File: config.mk
export PLATFORM = sky130hd
export DESIGN_NAME = reader_writer_lock_arbiter_core
export DESIGN_NICKNAME = d
export VERILOG_FILES = /design/src/hdl/rwl_pkg.sv /design/src/hdl/rwl_queue.sv /design/src/hdl/rwl_datapath.sv /design/src/hdl/rwl_ctrl.sv /design/src/hdl/reader_writer_lock_arbiter_core.sv
export SDC_FILE = /design/constraint.sdc
export NUM_CORES = 1
export LEC_CHECK = 0
export BUFFER_PORTS_ARGS = -buffer_cell sky130_fd_sc_hd__clkbuf_2
export CAP_MARGIN = 20
export CELL_PAD_IN_SITES_DETAIL_PLACEMENT = 1
export CELL_PAD_IN_SITES_GLOBAL_PLACEMENT = 1
export CORE_MARGIN = 2
export CORE_UTILIZATION = 52
export CTS_CLUSTER_SIZE = 12
export DETAILED_ROUTE_END_ITERATION = 8
export GPL_TIMING_DRIVEN = 0
export PLACE_DENSITY = 0.88
export SLEW_MARGIN = 25
export SYNTH_ARGS = -nofsm -noshare
export SYNTH_HDL_FRONTEND = slang
export SYNTH_SLANG_ARGS = --single-unit
File: constraint.sdc
create_clock -name clk -period 3.5 [get_ports clk]
set_clock_uncertainty 0.15 [all_clocks]
set_input_delay 0.525 -clock clk [delete_from_list [all_inputs] [get_ports clk]]
set_output_delay 0.525 -clock clk [all_outputs]
set_load 0.005 [all_outputs]
File: src/hdl/rwl_pkg.sv
// Shared types and constants for the reader/writer lock arbiter.
package rwl_pkg;

    localparam int unsigned ID_W = 4;
    localparam int unsigned RC_W = 5;
    localparam int unsigned READER_MAX = 31;
    localparam int unsigned RESULT_LIMIT = 16;
    localparam int unsigned WAKE_W = 4;

    typedef enum logic [1:0] {
        CMD_START_READ  = 2'd0,
        CMD_END_READ    = 2'd1,
        CMD_START_WRITE = 2'd2,
        CMD_END_WRITE   = 2'd3
    } command_t;

    typedef enum logic [1:0] {
        KIND_READ  = 2'd0,
        KIND_WRITE = 2'd1,
        KIND_ERROR = 2'd2
    } kind_t;

    typedef enum logic [1:0] {
        SEL_ITEM = 2'd0,
        SEL_RQ   = 2'd1,
        SEL_WQ   = 2'd2
    } id_sel_t;

    typedef enum logic [1:0] {
        ST_IDLE = 2'd0,
        ST_EXEC = 2'd1,
        ST_WAKE = 2'd2
    } state_t;

    typedef struct packed {
        logic [1:0]      command;
        logic [ID_W-1:0] requester_id;
    } request_t;

    typedef struct packed {
        logic [ID_W-1:0] grant_id;
        logic [1:0]      grant_kind;
        logic            last_flag;
    } result_t;

    typedef struct packed {
        logic    load;
        logic    rc_inc;
        logic    rc_dec;
        logic    wr_set;
        logic    wr_clr;
        logic    rq_push;
        logic    rq_pop;
        logic    wq_push;
        logic    wq_pop;
        logic    wake_clr;
        logic    wake_inc;
        logic    emit;
        kind_t   kind;
        id_sel_t id_sel;
        logic    last;
    } dp_cmd_t;

    typedef struct packed {
        command_t command;
        logic     id_bad;
        logic     rc_zero;
        logic     rc_one;
        logic     rc_max;
        logic     rc_near_max;
        logic     wr_act;
        logic     rq_empty;
        logic     rq_full;
        logic     rq_one;
        logic     wq_empty;
        logic     wq_full;
        logic     wake_at_limit;
    } dp_stat_t;

endpackage

File: src/hdl/rwl_queue.sv
// Circular FIFO of requester numbers with a registered read of the head entry.
module rwl_queue #(
    parameter int unsigned DEPTH = 16
) (
    input  logic                     clk,
    input  logic                     rst_n,
    input  logic                     push,
    input  logic                     pop,
    input  logic [rwl_pkg::ID_W-1:0] wdata,
    output logic [rwl_pkg::ID_W-1:0] rdata,
    output logic                     empty,
    output logic                     full,
    output logic                     one
);

    localparam int unsigned PTR_W = (DEPTH > 1) ? $clog2(DEPTH) : 1;
    localparam int unsigned CNT_W = $clog2(DEPTH + 1);

    logic [rwl_pkg::ID_W-1:0] mem [DEPTH];
    logic [rwl_pkg::ID_W-1:0] rdata_reg;
    logic [PTR_W-1:0] head_reg;
    logic [PTR_W-1:0] head_next;
    logic [PTR_W-1:0] tail_reg;
    logic [PTR_W-1:0] tail_next;
    logic [CNT_W-1:0] count_reg;
    logic [CNT_W-1:0] count_next;
    logic do_push;
    logic do_pop;

    assign empty = (count_reg == '0);
    assign full = (count_reg == CNT_W'(DEPTH));
    assign one = (count_reg == CNT_W'(1));
    assign do_push = push && !full;
    assign do_pop = pop && !empty;
    assign rdata = rdata_reg;

    always_comb
    begin
        head_next = head_reg;
        tail_next = tail_reg;
        count_next = count_reg;
        if (do_pop)
        begin
            head_next = (head_reg == PTR_W'(DEPTH - 1)) ? '0 : head_reg + PTR_W'(1);
        end
        if (do_push)
        begin
            tail_next = (tail_reg == PTR_W'(DEPTH - 1)) ? '0 : tail_reg + PTR_W'(1);
        end
        if (do_push && !do_pop)
        begin
            count_next = count_reg + CNT_W'(1);
        end
        else if (do_pop && !do_push)
        begin
            count_next = count_reg - CNT_W'(1);
        end
    end

    always_ff @(posedge clk or negedge rst_n)
    begin
        if (!rst_n)
        begin
            head_reg <= '0;
            tail_reg <= '0;
            count_reg <= '0;
        end
        else
        begin
            head_reg <= head_next;
            tail_reg <= tail_next;
            count_reg <= count_next;
        end
    end

    always_ff @(posedge clk)
    begin
        if (do_push)
        begin
            mem[tail_reg] <= wdata;
        end
        rdata_reg <= mem[head_next];
    end

endmodule

File: src/hdl/rwl_datapath.sv
// Lock state, wait queues, item capture and result register.
module rwl_datapath #(
    parameter int unsigned MAX_REQUESTERS = 16,
    parameter int unsigned QUEUE_DEPTH = 16
) (
    input  logic               clk,
    input  logic               rst_n,
    input  rwl_pkg::request_t  request,
    input  rwl_pkg::dp_cmd_t   cmd,
    output rwl_pkg::dp_stat_t  stat,
    output rwl_pkg::result_t   result,
    output logic               result_strobe
);

    rwl_pkg::request_t item_reg;
    rwl_pkg::result_t  result_reg;
    rwl_pkg::result_t  result_next;
    logic strobe_reg;
    logic [rwl_pkg::RC_W-1:0] rc_reg;
    logic [rwl_pkg::RC_W-1:0] rc_next;
    logic wr_reg;
    logic wr_next;
    logic [rwl_pkg::WAKE_W-1:0] wake_reg;
    logic [rwl_pkg::WAKE_W-1:0] wake_next;
    logic [rwl_pkg::ID_W-1:0] rq_head;
    logic [rwl_pkg::ID_W-1:0] wq_head;
    logic rq_empty;
    logic rq_full;
    logic rq_one;
    logic wq_empty;
    logic wq_full;
    logic wq_one;

    rwl_queue #(.DEPTH(QUEUE_DEPTH)) u_rq (
        .clk   (clk),
        .rst_n (rst_n),
        .push  (cmd.rq_push),
        .pop   (cmd.rq_pop),
        .wdata (item_reg.requester_id),
        .rdata (rq_head),
        .empty (rq_empty),
        .full  (rq_full),
        .one   (rq_one)
    );

    rwl_queue #(.DEPTH(QUEUE_DEPTH)) u_wq (
        .clk   (clk),
        .rst_n (rst_n),
        .push  (cmd.wq_push),
        .pop   (cmd.wq_pop),
        .wdata (item_reg.requester_id),
        .rdata (wq_head),
        .empty (wq_empty),
        .full  (wq_full),
        .one   (wq_one)
    );

    always_comb
    begin
        stat.command = rwl_pkg::command_t'(item_reg.command);
        stat.id_bad = (32'(item_reg.requester_id) >= 32'(MAX_REQUESTERS));
        stat.rc_zero = (rc_reg == '0);
        stat.rc_one = (rc_reg == rwl_pkg::RC_W'(1));
        stat.rc_max = (rc_reg == rwl_pkg::RC_W'(rwl_pkg::READER_MAX));
        stat.rc_near_max = (rc_reg == rwl_pkg::RC_W'(rwl_pkg::READER_MAX - 1));
        stat.wr_act = wr_reg;
        stat.rq_empty = rq_empty;
        stat.rq_full = rq_full;
        stat.rq_one = rq_one;
        stat.wq_empty = wq_empty;
        stat.wq_full = wq_full || (wq_one && 1'b0);
        stat.wake_at_limit = (wake_reg == rwl_pkg::WAKE_W'(rwl_pkg::RESULT_LIMIT - 1));
    end

    always_comb
    begin
        rc_next = rc_reg;
        if (cmd.rc_inc)
        begin
            rc_next = rc_reg + rwl_pkg::RC_W'(1);
        end
        else if (cmd.rc_dec)
        begin
            rc_next = rc_reg - rwl_pkg::RC_W'(1);
        end
        wr_next = wr_reg;
        if (cmd.wr_set)
        begin
            wr_next = 1'b1;
        end
        else if (cmd.wr_clr)
        begin
            wr_next = 1'b0;
        end
        wake_next = wake_reg;
        if (cmd.wake_clr)
        begin
            wake_next = '0;
        end
        else if (cmd.wake_inc)
        begin
            wake_next = wake_reg + rwl_pkg::WAKE_W'(1);
        end
    end

    always_comb
    begin
        result_next = result_reg;
        case (cmd.id_sel)
            rwl_pkg::SEL_RQ: result_next.grant_id = rq_head;
            rwl_pkg::SEL_WQ: result_next.grant_id = wq_head;
            default:         result_next.grant_id = item_reg.requester_id;
        endcase
        result_next.grant_kind = cmd.kind;
        result_next.last_flag = cmd.last;
    end

    always_ff @(posedge clk or negedge rst_n)
    begin
        if (!rst_n)
        begin
            rc_reg <= '0;
            wr_reg <= 1'b0;
            wake_reg <= '0;
            strobe_reg <= 1'b0;
        end
        else
        begin
            rc_reg <= rc_next;
            wr_reg <= wr_next;
            wake_reg <= wake_next;
            strobe_reg <= cmd.emit;
        end
    end

    always_ff @(posedge clk)
    begin
        if (cmd.load)
        begin
            item_reg <= request;
        end
        if (cmd.emit)
        begin
            result_reg <= result_next;
        end
    end

    assign result = result_reg;
    assign result_strobe = strobe_reg;

endmodule

File: src/hdl/rwl_ctrl.sv
// Controller state machine that sequences one item through the datapath.
module rwl_ctrl (
    input  logic              clk,
    input  logic              rst_n,
    input  logic              start,
    input  rwl_pkg::dp_stat_t stat,
    output rwl_pkg::dp_cmd_t  cmd,
    output logic              busy
);

    rwl_pkg::state_t state_reg;
    rwl_pkg::state_t state_next;

    always_ff @(posedge clk or negedge rst_n)
    begin
        if (!rst_n)
        begin
            state_reg <= rwl_pkg::ST_IDLE;
        end
        else
        begin
            state_reg <= state_next;
        end
    end

    always_comb
    begin
        state_next = state_reg;
        case (state_reg)
            rwl_pkg::ST_IDLE:
            begin
                if (start)
                begin
                    state_next = rwl_pkg::ST_EXEC;
                end
            end
            rwl_pkg::ST_EXEC:
            begin
                state_next = rwl_pkg::ST_IDLE;
                if (!stat.id_bad && stat.command == rwl_pkg::CMD_END_WRITE && stat.wr_act
                    && !stat.rq_empty)
                begin
                    state_next = rwl_pkg::ST_WAKE;
                end
            end
            rwl_pkg::ST_WAKE:
            begin
                if (stat.rq_one || stat.wake_at_limit || stat.rc_near_max)
                begin
                    state_next = rwl_pkg::ST_IDLE;
                end
            end
            default:
            begin
                state_next = rwl_pkg::ST_IDLE;
            end
        endcase
    end

    always_comb
    begin
        cmd = '0;
        cmd.kind = rwl_pkg::KIND_ERROR;
        cmd.id_sel = rwl_pkg::SEL_ITEM;
        busy = (state_reg != rwl_pkg::ST_IDLE);
        case (state_reg)
            rwl_pkg::ST_IDLE:
            begin
                cmd.load = start;
            end
            rwl_pkg::ST_EXEC:
            begin
                cmd.last = 1'b1;
                if (stat.id_bad)
                begin
                    cmd.emit = 1'b1;
                end
                else
                begin
                    case (stat.command)
                        rwl_pkg::CMD_START_READ:
                        begin
                            if (stat.wr_act)
                            begin
                                cmd.rq_push = !stat.rq_full;
                                cmd.emit = stat.rq_full;
                            end
                            else if (stat.rc_max)
                            begin
                                cmd.emit = 1'b1;
                            end
                            else
                            begin
                                cmd.rc_inc = 1'b1;
                                cmd.emit = 1'b1;
                                cmd.kind = rwl_pkg::KIND_READ;
                            end
                        end
                        rwl_pkg::CMD_END_READ:
                        begin
                            if (stat.rc_zero)
                            begin
                                cmd.emit = 1'b1;
                            end
                            else
                            begin
                                cmd.rc_dec = 1'b1;
                                if (stat.rc_one && !stat.wr_act && !stat.wq_empty)
                                begin
                                    cmd.wr_set = 1'b1;
                                    cmd.wq_pop = 1'b1;
                                    cmd.emit = 1'b1;
                                    cmd.kind = rwl_pkg::KIND_WRITE;
                                    cmd.id_sel = rwl_pkg::SEL_WQ;
                                end
                            end
                        end
                        rwl_pkg::CMD_START_WRITE:
                        begin
                            if (!stat.rc_zero || stat.wr_act)
                            begin
                                cmd.wq_push = !stat.wq_full;
                                cmd.emit = stat.wq_full;
                            end
                            else
                            begin
                                cmd.wr_set = 1'b1;
                                cmd.emit = 1'b1;
                                cmd.kind = rwl_pkg::KIND_WRITE;
                            end
                        end
                        rwl_pkg::CMD_END_WRITE:
                        begin
                            if (!stat.wr_act)
                            begin
                                cmd.emit = 1'b1;
                            end
                            else if (!stat.rq_empty)
                            begin
                                cmd.wr_clr = 1'b1;
                                cmd.wake_clr = 1'b1;
                            end
                            else if (!stat.wq_empty)
                            begin
                                cmd.wq_pop = 1'b1;
                                cmd.emit = 1'b1;
                                cmd.kind = rwl_pkg::KIND_WRITE;
                                cmd.id_sel = rwl_pkg::SEL_WQ;
                            end
                            else
                            begin
                                cmd.wr_clr = 1'b1;
                            end
                        end
                        default:
                        begin
                            cmd.emit = 1'b1;
                        end
                    endcase
                end
            end
            rwl_pkg::ST_WAKE:
            begin
                cmd.rc_inc = 1'b1;
                cmd.rq_pop = 1'b1;
                cmd.wake_inc = 1'b1;
                cmd.emit = 1'b1;
                cmd.kind = rwl_pkg::KIND_READ;
                cmd.id_sel = rwl_pkg::SEL_RQ;
                cmd.last = stat.rq_one || stat.wake_at_limit || stat.rc_near_max;
            end
            default:
            begin
                cmd = '0;
            end
        endcase
    end

endmodule

File: src/hdl/reader_writer_lock_arbiter_core.sv
// Top level of the reader/writer lock arbiter.
//
// Channel   Ports                   Accepted when
// request   start, request, busy    start high and busy low at a rising edge
// result    result_strobe, result   result_strobe high; shown for one cycle
//
// An item is accepted while idle; the exec state then decides it and loads any result.
// An end write that wakes readers adds a wake state with one queue pop per woken reader.
// Reset clears the lock state and empties both wait queues at once.
// Busy stays high until the last result of an item is loaded; results cannot be stalled.
module reader_writer_lock_arbiter_core #(
    parameter int unsigned MAX_REQUESTERS = 16,
    parameter int unsigned QUEUE_DEPTH = 16
) (
    input  logic              clk,
    input  logic              rst_n,
    input  logic              start,
    input  rwl_pkg::request_t request,
    output logic              busy,
    output logic              result_strobe,
    output rwl_pkg::result_t  result
);

    rwl_pkg::dp_cmd_t  dp_cmd;
    rwl_pkg::dp_stat_t dp_stat;

    rwl_ctrl u_ctrl (
        .clk   (clk),
        .rst_n (rst_n),
        .start (start),
        .stat  (dp_stat),
        .cmd   (dp_cmd),
        .busy  (busy)
    );

    rwl_datapath #(
        .MAX_REQUESTERS (MAX_REQUESTERS),
        .QUEUE_DEPTH    (QUEUE_DEPTH)
    ) u_datapath (
        .clk           (clk),
        .rst_n         (rst_n),
        .request       (request),
        .cmd           (dp_cmd),
        .stat          (dp_stat),
        .result        (result),
        .result_strobe (result_strobe)
    );

endmodule

# After elaboration in Yosys (flattened, before gate mapping)
# Memory sizes are Yosys's and may differ from the RTL's. A register that Yosys moved wholly into a read port is not among the register bits.
# Index checks and enable logic that the tools add are counted.
[totals]
regBits = 52
in_bits = 9
mem_count = 2
wordCells = 154
ramBits = 128
out_inout_bits = 9
[classes]
muxes = 68
eq_ne = 20
n_reduce_logical = 37
addsub = 11
[memory_table]
columns = ["name", "depth", "width", "read_ports", "rd_clocked_by_memory_dff", "wr", "line_no", "source"]
rows = [
  ["u_datapath.u_rq.mem", 16, 4, 1, 1, 1, "rwl_queue.sv:19", "logic [rwl_pkg::ID_W-1:0] mem [DEPTH];"],
  ["u_datapath.u_wq.mem", 16, 4, 1, 1, 1, "rwl_queue.sv:19", ""],
]
[op_table]
columns = ["cell", "count"]
rows = [
  ["5-bit two-way mux", 9],
  ["4-bit two-way mux", 11],
  ["1-bit two-way mux", 31],
  ["4-bit by 1-bit adder with 4-bit output (second input constant)", 5],
  ["4-bit == test (second input constant)", 5],
  ["5-bit == test (second input constant)", 4],
  ["6-bit case mux with 3 select lines", 1],
  ["2-bit two-way mux", 8],
  ["5-bit by 1-bit adder with 5-bit output (second input constant)", 3],
  ["5-bit logical NOT", 3],
  ["5-bit by 1-bit subtractor with 5-bit output (second input constant)", 3],
  ["1-bit logical AND", 12],
  ["3-bit case mux with 4 select lines", 1],
  ["2-bit nonzero test", 6],
  ["5-bit by 1-bit == test with 1-bit output (second input constant)", 2],
  ["1-bit logical NOT", 10],
  ["2-bit == test (second input constant)", 4],
  ["4-bit case mux with 2 select lines", 1],
  ["2-bit by 1-bit == test with 1-bit output (second input constant)", 3],
  ["1-bit case mux with 2 select lines", 3],
  ["2-bit case mux with 3 select lines", 1],
  ["2-bit logical NOT", 2],
  ["2-bit case mux with 2 select lines", 1],
  ["1-bit logical OR", 3],
  ["other kinds (4)", 4],
]

# Longest topological paths before layout
# Gate-level depths: netlist of run 1.
[logic_depth]
ltp_word = 12
ltp_mapped = 14
ltp_nobuf = 14

# Cells and area by module
# From an unflattened synthesis of run 1, not the netlist that was laid out.
[hier_totals]
cells_unflattened = 949
hier_area_um2 = 10353.7
[by_module_without_submodules]
columns = ["module", "seq_area_each_um2", "area_each_um2", "cells_per_inst", "n_inst"]
rows = [
  ["rwl_queue at u_datapath.u_wq", 2327.2, 4380.5, 399, 1],
  ["rwl_queue at u_datapath.u_rq", 2327.2, 4275.4, 383, 1],
  ["rwl_datapath", 665.6, 1152.4, 95, 1],
  ["rwl_ctrl", 50.0, 545.5, 72, 1],
]

# Worst setup path before layout of run 1
# Ideal clock, no wire load.
[synth_path]
path_type = "register to register"
startpoint = "register u_datapath.u_rq.count_reg[0]"
endpoint = "register u_datapath.u_rq.rdata_reg, in the netlist u_datapath.u_rq.rdata[0], read port of u_datapath.u_rq.mem"
stages_incl_launch_ff = 11
period_less_slack_ns = 3.145
path_buffers = 1
setup_ns = 0.137
setup_slack_ns = 0.355
required_ns = 3.213
t_arrival_ns = 2.858
path_cell_list = "dfrtp_1 > inv_1 > ha_1 > or4b_2 > nand2_1 > mux2i_1 > clkbuf_1 > mux2i_1 > mux2i_1 > mux2i_1 > mux2i_1"
[synth_between]
elab_chain_len = 4
[synth_rtl]
columns = ["element", "line_no", "source"]
rows = [
  ["start, declared", "rwl_queue.sv:25", "logic [CNT_W-1:0] count_reg;"],
  ["start signal, assigned", "rwl_queue.sv:72", "count_reg <= count_next;"],
  ["5-bit logical NOT", "rwl_queue.sv:30", "assign empty = (count_reg == '0);"],
  ["1-bit logical NOT", "rwl_queue.sv:34", "assign do_pop = pop && !empty;"],
  ["1-bit logical AND", "rwl_queue.sv:34", ""],
  ["4-bit two-way mux", "rwl_queue.sv:42", "if (do_pop)"],
  ["end, declared", "rwl_queue.sv:20", "logic [rwl_pkg::ID_W-1:0] rdata_reg;"],
]
# No other way between the ends.
# A chain may end at the register's enable or synchronous reset.

# Final worst setup path of run 1
[layout_path]
startpoint = "register u_datapath.rc_reg[1] in the netlist's numbering"
endpoint = "register u_datapath.u_wq.rdata_reg, in the netlist u_datapath.u_wq.rdata[3], read port of u_datapath.u_wq.mem"
[layout_between]
elab_chain_len = 9
elab_cells_between_ends = 10
cone_classes = "1 x eq/ne; 5 x mux; 4 x reduce/logical"
[layout_rtl]
columns = ["element", "line_no", "source"]
rows = [
  ["start, declared", "rwl_datapath.sv:19", "logic [rwl_pkg::RC_W-1:0] rc_reg;"],
  ["start signal, assigned", "rwl_datapath.sv:129", "rc_reg <= rc_next;"],
  ["5-bit by 1-bit == test with 1-bit output", "rwl_datapath.sv:63", "stat.rc_one = (rc_reg == rwl_pkg::RC_W'(1));"],
  ["1-bit logical AND (2 in a row)", "rwl_ctrl.sv:108", "if (stat.rc_one && !stat.wr_act && !stat.wq_empty)"],
  ["1-bit two-way mux", "rwl_ctrl.sv:108", ""],
  ["1-bit two-way mux (*)", "rwl_ctrl.sv:101", "if (stat.rc_zero)"],
  ["1-bit case mux with 2 select lines (*)", "rwl_ctrl.sv:80", "case (stat.command)"],
  ["3-bit two-way mux (*)", "rwl_ctrl.sv:66", "case (state_reg)"],
  ["1-bit logical AND (*)", "rwl_queue.sv:34", ""],
  ["4-bit two-way mux (*)", "rwl_queue.sv:42", ""],
  ["named net u_datapath.u_wq.head_next[3]", "rwl_queue.sv:22", "logic [PTR_W-1:0] head_next;"],
  ["end, declared", "rwl_queue.sv:20", ""],
]
# Mark *: on every way through the listed nets, which the timed path passes. The rest lies on a longest branch.

==> key figures, run 1 <==
Die
  – Die width: 134 µm
  – Initial Util: 53.0%
  – Core ar.: 0.0165 mm²
  – Row count: 47
  – Area of the die: 0.0178 mm²
  – Die Y: 134 µm
  – Io pins: 18

Logic synthesis
  – Mapped Area: 0.00873 mm²
  – Top cells by area, synth: edfxtp_1 49%, dfrtp_1 11%, mux2i_1 8.9%, ha_1 5.2%, nand2_1 2.3%
  – Unique masters post-synth: 66
  – Synth Area in Adders: 5.39%
  – Number of enable flip-flop cells after synthesis: 141
  – Mapped Cells: 655
  – Syn Nets: 701
  – Syn Area/Cell: 13.3 µm²
  – Sequential area share after synthesis: 61.5%
  – Post-Synth XOR/XNOR Area: 2.19%
  – Top cells by count, synth: 141 x edfxtp_1, 78 x mux2i_1, 54 x nand2_1
  – Compound-Gate Fraction of Synth Area: 8.60%
  – Post-synth top area share: 48.5%
  – FF+latch count, synth: 188
  – Yosys warnings: 0
  – Most common cell in the synthesized netlist: edfxtp_1
  – Synth async-reset ratio: 20.7%
  – Simple-Gate Fraction of Synth Area: 10.3%
  – Largest area contributor in the netlist: edfxtp_1
  – Largest family of logic cells by synthesized area: simple AND/OR/NAND/NOR gates
  – Ys flop type: edfxtp_1
  – Mux cell area share after synthesis: 8.95%

Setup path
  – FF-to-FF Start: u_datapath.rc_reg[1]$_DFFE_PN0P_
  – Worst path cell trace: inv_1 -> ha_1 -> nor4bb_2 -> a32o_2 -> buf_6 -> nand3_2 -> or3_4 -> and2_4 -> buf_6 -> clkinv_4 -> a2111oi_0 -> or4_1
  – Crit-path leading delay family: simple AND/OR/NAND/NOR gates
  – Req. time, crit path: 3.62 ns
  – Buffers & Inverters on Critical Path: 4
  – Crit path arrival time: 3.52 ns
  – Crit Path Max Fanout: 9
  – CP Capture Type: flip-flop
  – Flop2flop setup slack: 0.10 ns
  – Crit-path max cell delay: 0.61 ns
  – CP max stage cell: or4_1
  – Critical path type: reg -> reg
  – R2r worst-path depth: 12
  – R2R Path End: u_datapath.u_wq.rdata[3]$_DFF_P_
  – Critical path's most frequent cell: buf_6
  – Startpoint Class: flip-flop

Hold path
  – Worst Hold Launch: request[3]
  – Hold crit path type: in -> reg
  – Hold path cells: 1
  – Worst hold endpoint: u_datapath.item_reg[3]$_DFFE_PP_

Detailed routing
  – Met3 WL: 914 µm
  – WL met2: 11.4 mm
  – Via count: 5,673
  – DRC: 0
  – Drt total wl: 21.6 mm
  – DRT met1 WL: 8.73 mm
  – DR pass1 iterations: 5
  – Highest routed layer: met4
  – Starting DRC count in detailed routing: 473
  – Final ANT Viol Nets: 0
  – Via density: 6.06
  – Routed wire length per instance: 23.1 µm

Placed design
  – HPWL Detailed: 14.4 mm
  – Dpl ws: -0.476 ns
  – Gpl congestion: 0.823
  – Buffers added on ports: 17

Timing
  – Worst-Margin Slew: 0.808 ns
  – Fmax: 294 MHz
  – Final Setup Violations: 0
  – Final Worst Setup Slack: 0.104 ns
  – RSZ-0062 raised after global routing: yes
  – Max-slew violations: 0
  – Final hold vios: 0
  – WHS: 0.121 ns
  – Max transition margin: 45.8%
  – Fin crit share: 97.0%
  – Tmin final: 3.40 ns

Global routing
  – Vias in the first global route: 6,144
  – Initial antenna violation count: 0
  – First-pass GRT wire length: 33.9 mm
  – Largest net degree at the start of global routing: 40
  – Overall Global Routing Usage: 25.0%
  – Grt ovf: 0

Run
  – Max-cap violations: 0

Layout
  – Final #Nets: 749
  – # diodes: 0
  – Synth-to-layout area growth: 13.5%
  – # fillers: 1,616
  – Layout cell share with drive strength beyond 1: 14.0%

CTS
  – CTS Root Buffer Type: clkbuf_16
  – Clock transition at path regs: 0.07 ns
  – Clk sinks: 188
  – Clock latency at the later pin of the worst-skew pair: 0.44 ns
  – # H-tree levels: 4
  – CTS max path bufs: 2
  – CTS buffer count: 17
  – CTS tree: built

Run status
  – Status: finished clean

Pwr
  – Leak: 3.98 nW
  – Power per Cell Area: 717 mW/mm²
  – Worst VDD drop: 421 µV
[report_power, final]
group | internal, W | switching (W)
clock | 0.00112 | 0.000814
combinational | 0.000853 | 0.00131
sequential | 0.00273 | 0.000281
total | 0.00470 | 0.00240
[layout by cell type (no fill, tap or decap), types with 3 or more instances in the layout]
master and instances:
dfrtp_1 38, xnor2_1 11, edfxtp_1 141, a32o_1 3
o21ai_0 16, and2_1 28, dfxtp_1 8, or4_1 4
inv_1 28, a2111oi_0 11, nand2_1 53, xor2_1 9
nor3_1 7, buf_8 4, o21ai_1 3, nor2_1 30
a211oi_1 4, bufinv_16 3, a21oi_1 16, buf_4 10
nand4_1 5, a22oi_1 5, ha_1 35, and3_1 7
a31oi_1 9, a311oi_1 3, clkbuf_2 20, nand3_1 15
o21a_1 3, a21o_1 3, mux2i_1 75, a221oi_1 11
clkinvlp_4 3, clkbuf_1 10, buf_6 8, clkbuf_16 17
[cells by family (layout without fill, tap and decap cells)]
family	count (synthesis)	in the layout
buffers and inverters	56	117
DFF	188	188
and+or+nand+nor	170	170
adders and majority gates	37	37
AOI/OAI and AO/OA	105	105
muxes	78	78
xor gates and xnor gates	21	21
[routing by layer]
metal / track usage (%) / vias up
met5: 0 / -
met2: 43.8 / 158
met4: 10.7 / 0
met3: 5.67 / 48
li1: - / 2549
met1: 29.7 / 2918
[repair_timing]
item                                    4_1_cts  5_1_grt
buffers inserted                              1        7
pin swaps                                     1        0
resized for setup                            12       25
endpoints found under the setup margin        8       10
hold buffers                                  1        0
endpoints found under the hold margin         6        0
gates cloned                                  0        0
[cell type report]
type	count	area [µm²]	area share, %
Buffer	24	168	1.69
Clock buffer	21	440	4.45
Clock inverter	11	144	1.45
Inverter	31	124	1.25
Multi-Input combinational cell	411	3160	31.9
Sequential cell	188	5370	54.2
Tap cell	220	275	2.78
Timing Repair Buffer	30	218	2.20
[worst max-delay path by stage]
stage                                                   from                                to  cells past startpoint
floorplan           u_datapath.u_rq.count_reg[0]$_DFFE_PN0P_  u_datapath.u_rq.rdata[0]$_DFF_P_                     10
global placement    u_datapath.u_rq.count_reg[0]$_DFFE_PN0P_  u_datapath.u_rq.rdata[0]$_DFF_P_                     10
detailed placement  u_datapath.u_rq.count_reg[0]$_DFFE_PN0P_  u_datapath.u_rq.rdata[0]$_DFF_P_                     10
CTS                         u_datapath.rc_reg[0]$_DFFE_PN0P_  u_datapath.u_wq.rdata[1]$_DFF_P_                     10
global route        u_datapath.u_rq.count_reg[0]$_DFFE_PN0P_  u_datapath.u_rq.rdata[1]$_DFF_P_                     10
finish                      u_datapath.rc_reg[1]$_DFFE_PN0P_  u_datapath.u_wq.rdata[3]$_DFF_P_                     12
[stage by stage]
step	utilization [%]	setup TNS [ns]	cell area, µm²	std cells	total power (W)
after floorplan	-	0	8730	655	0.00435
after detailed placement	55.4	-2.01	9120	894	0.00499
after CTS	59.3	0	9770	928	0.00701
after global placement	55.2	-1.01	9090	892	0.00481
after global routing	60.1	-0.101	9900	936	0.00741
final	60.1	0	9900	936	0.00710
No activity file was read; power rests on OpenSTA's default activity.
==> inputs of run 2 (changes only) <==
--- a/config.mk
+++ b/config.mk
@@ -10,11 +10,12 @@
 export CELL_PAD_IN_SITES_DETAIL_PLACEMENT = 1
 export CELL_PAD_IN_SITES_GLOBAL_PLACEMENT = 1
 export CORE_MARGIN = 2
-export CORE_UTILIZATION = 52
+export CORE_UTILIZATION = 45
 export CTS_CLUSTER_SIZE = 12
 export DETAILED_ROUTE_END_ITERATION = 8
 export GPL_TIMING_DRIVEN = 0
-export PLACE_DENSITY = 0.88
+export PLACE_DENSITY = 0.79
+export SETUP_SLACK_MARGIN = 0.3
 export SLEW_MARGIN = 25
 export SYNTH_ARGS = -nofsm -noshare
 export SYNTH_HDL_FRONTEND = slang
==> key figures, run 2 (synthesis gave the netlist of run 1 again) <==
Setup path
  – Crit path to: u_datapath.u_wq.rdata[0]$_DFF_P_
  – Req. time, crit path: 3.70 ns
  – CP Capture Type: flip-flop
  – Critical path origin: u_datapath.u_wq.count_reg[2]$_DFFE_PN0P_
  – Flop2flop setup slack: 0.24 ns
  – Crit path arrival time: 3.47 ns
  – Critical path type: reg -> reg
  – FF-to-FF Start: u_datapath.u_wq.count_reg[2]$_DFFE_PN0P_
  – Crit Path Max Fanout: 10
  – Startpoint Class: flip-flop
  – R2R Path End: u_datapath.u_wq.rdata[0]$_DFF_P_
  – R2r worst-path depth: 9

Detailed routing
  – DR pass1 iterations: 5
  – Starting DRC count in detailed routing: 441
  – Drt total wl: 22.1 mm
  – Final ANT Viol Nets: 0
  – Via count: 5,691
  – Routed wire length per instance: 22.2 µm
  – DRC: 0
  – Via density: 5.72

Timing
  – Final Setup Violations: 0
  – WHS: 0.114 ns
  – Tmin final: 3.26 ns
  – Fin crit share: 93.2%
  – RSZ-0062 raised after global routing: yes
  – TNS Setup: 0 ns
  – Fmax: 306 MHz
  – Max transition margin: 51.8%
  – Max-slew violations: 0
  – Final hold vios: 0
  – Worst-Margin Slew: 0.719 ns

Global routing
  – First-pass GRT wire length: 33.5 mm
  – Grt ovf: 0
  – Vias in the first global route: 6,098
  – Overall Global Routing Usage: 21.7%
  – Initial antenna violation count: 0
  – Largest net degree at the start of global routing: 40

Pwr
  – Leak: 4.14 nW
  – Power consumption: 0.00735 W
  – P_sw: 0.00255 W
  – Switching power share of the total: 34.7%
  – Sequential power share: 40.5%
  – P_int: 0.00480 W
  – Comb power frac: 34.6%
  – Clock power share: 24.9%
  – Worst VDD drop: 391 µV
  – Power per Cell Area: 714 mW/mm²

Run
  – Max-cap violations: 0

Hold path
  – Hold crit path type: in -> reg

Die
  – Row count: 50
  – Io pins: 18
  – Initial Util: 46.2%
  – Die Y: 143 µm
  – Die width: 143 µm
  – Area of the die: 0.0205 mm²
  – Core ar.: 0.0189 mm²

Layout
  – Synth-to-layout area growth: 18.0%
  – Final #Nets: 769
  – Most frequent cells in the layout: 141 x edfxtp_1, 74 x mux2i_1, 53 x nand2_1, 37 x dfrtp_1, 31 x ha_1
  – Layout cell share with drive strength beyond 1: 19.2%
  – Post-route insts no fill: 995
  – # diodes: 0
  – Commonest non-fill, non-tap cell in the layout: edfxtp_1
  – Design area: 0.0103 mm²
  – # fillers: 1,885

CTS
  – CTS max path bufs: 2
  – Clock transition at path regs: 0.07 ns
  – CTS tree: built
  – Clk sinks: 188
  – # H-tree levels: 4
  – CTS buffer count: 17
  – Clock latency at the later pin of the worst-skew pair: 0.44 ns
  – CTS Root Buffer Type: clkbuf_16

Placed design
  – Gpl congestion: 0.800
  – Buffers added on ports: 17
  – Placed Area: 0.00925 mm²
  – Placed insts: 938
  – HPWL Detailed: 14.5 mm

Run status
  – Status: finished clean
## run 2: changes by cell type in the layout (fill, tap and decap cells not counted), moves of 4 or more
cell,change
clkinv_4,+4
ha_1,-4
buf_4,+17
inv_1,-5
clkbuf_1,-4
ha_4,+5
inv_2,+5
## run 2: stage by stage
| step | util (%) | setup slack (ns) |
|---|---|---|
| after floorplan | - | 0.355 |
| after global placement | 48.4 | -0.338 |
| after detailed placement | 49.0 | -0.484 |
| after CTS | 53.2 | 0.295 |
| after global routing | 54.5 | 0.157 |
| final | 54.5 | 0.237 |
## run 2: critical path, cell delays in order, from the launching register on
cell,delay (ns)
dfrtp_1,0.38
or4_4,0.59
o21a_1,0.21
buf_6,0.14
nand2_4,0.14
mux2i_1,0.32
clkbuf_2,0.34
a221oi_1,0.08
a2111oi_0,0.54
or4_1,0.27
## run 2: what timing repair did
action,in CTS,in global routing
endpoints found under the hold margin,23,0
resized for setup,36,40
setup buffers,15,10
setup endpoints to repair,12,24
hold buffers,1,0
pin swaps,6,6
## run 2: power by group through the flow
stage | Sequential, W | Clock [W] | Combinational [W]
3_5_place_dp | 0.00302 | 0 | 0.00201
4_1_cts | 0.00296 | 0.00185 | 0.00228
6_report | 0.00297 | 0.00183 | 0.00255
5_1_grt | 0.00300 | 0.00194 | 0.00275
2_1_floorplan | 0.00297 | 0 | 0.00138
3_3_place_gp | 0.00306 | 0 | 0.00178
## run 2: final cells by class
cell class                      instances  area (µm²)  share of cell area (%)
Multi-Input combinational cell        411        3320                    32.2
Clock buffer                           19         433                    4.21
Buffer                                 25         210                    2.04
Clock inverter                         12         115                    1.12
Sequential cell                       188        5370                    52.2
Tap cell                              260         325                    3.16
Timing Repair Buffer                   49         397                    3.85
Inverter                               31         124                    1.20
## run 2: how the worst min path moves through the flow
stage | startpoint | to | slack (ns) | cells after the start
global placement | u_datapath.u_wq.count_reg[3]$_DFFE_PN0P_ | u_datapath.u_wq.count_reg[3]$_DFFE_PN0P_ | 0.36 | 2
finish | request[2] | u_datapath.item_reg[2]$_DFFE_PP_ | 0.11 | 1
floorplan | rst_n | u_ctrl.state_reg[0]$_DFFE_PN0P_ | 0.08 | 0
CTS | request[0] | u_datapath.item_reg[0]$_DFFE_PP_ | 0.11 | 1
detailed placement | u_datapath.u_wq.rdata[0]$_DFF_P_ | u_datapath.result[3]$_DFFE_PP_ | 0.37 | 2
global route | request[1] | u_datapath.item_reg[1]$_DFFE_PP_ | 0.1 | 1
## run 2: per-layer routing
layer	track usage (%)	vias to the layer above	wire length (µm)
met5	0	-	0
met1	26.5	2919	9240
li1	-	2596	-
met4	6.81	0	575
met2	38.6	131	11600
met3	4.43	45	737
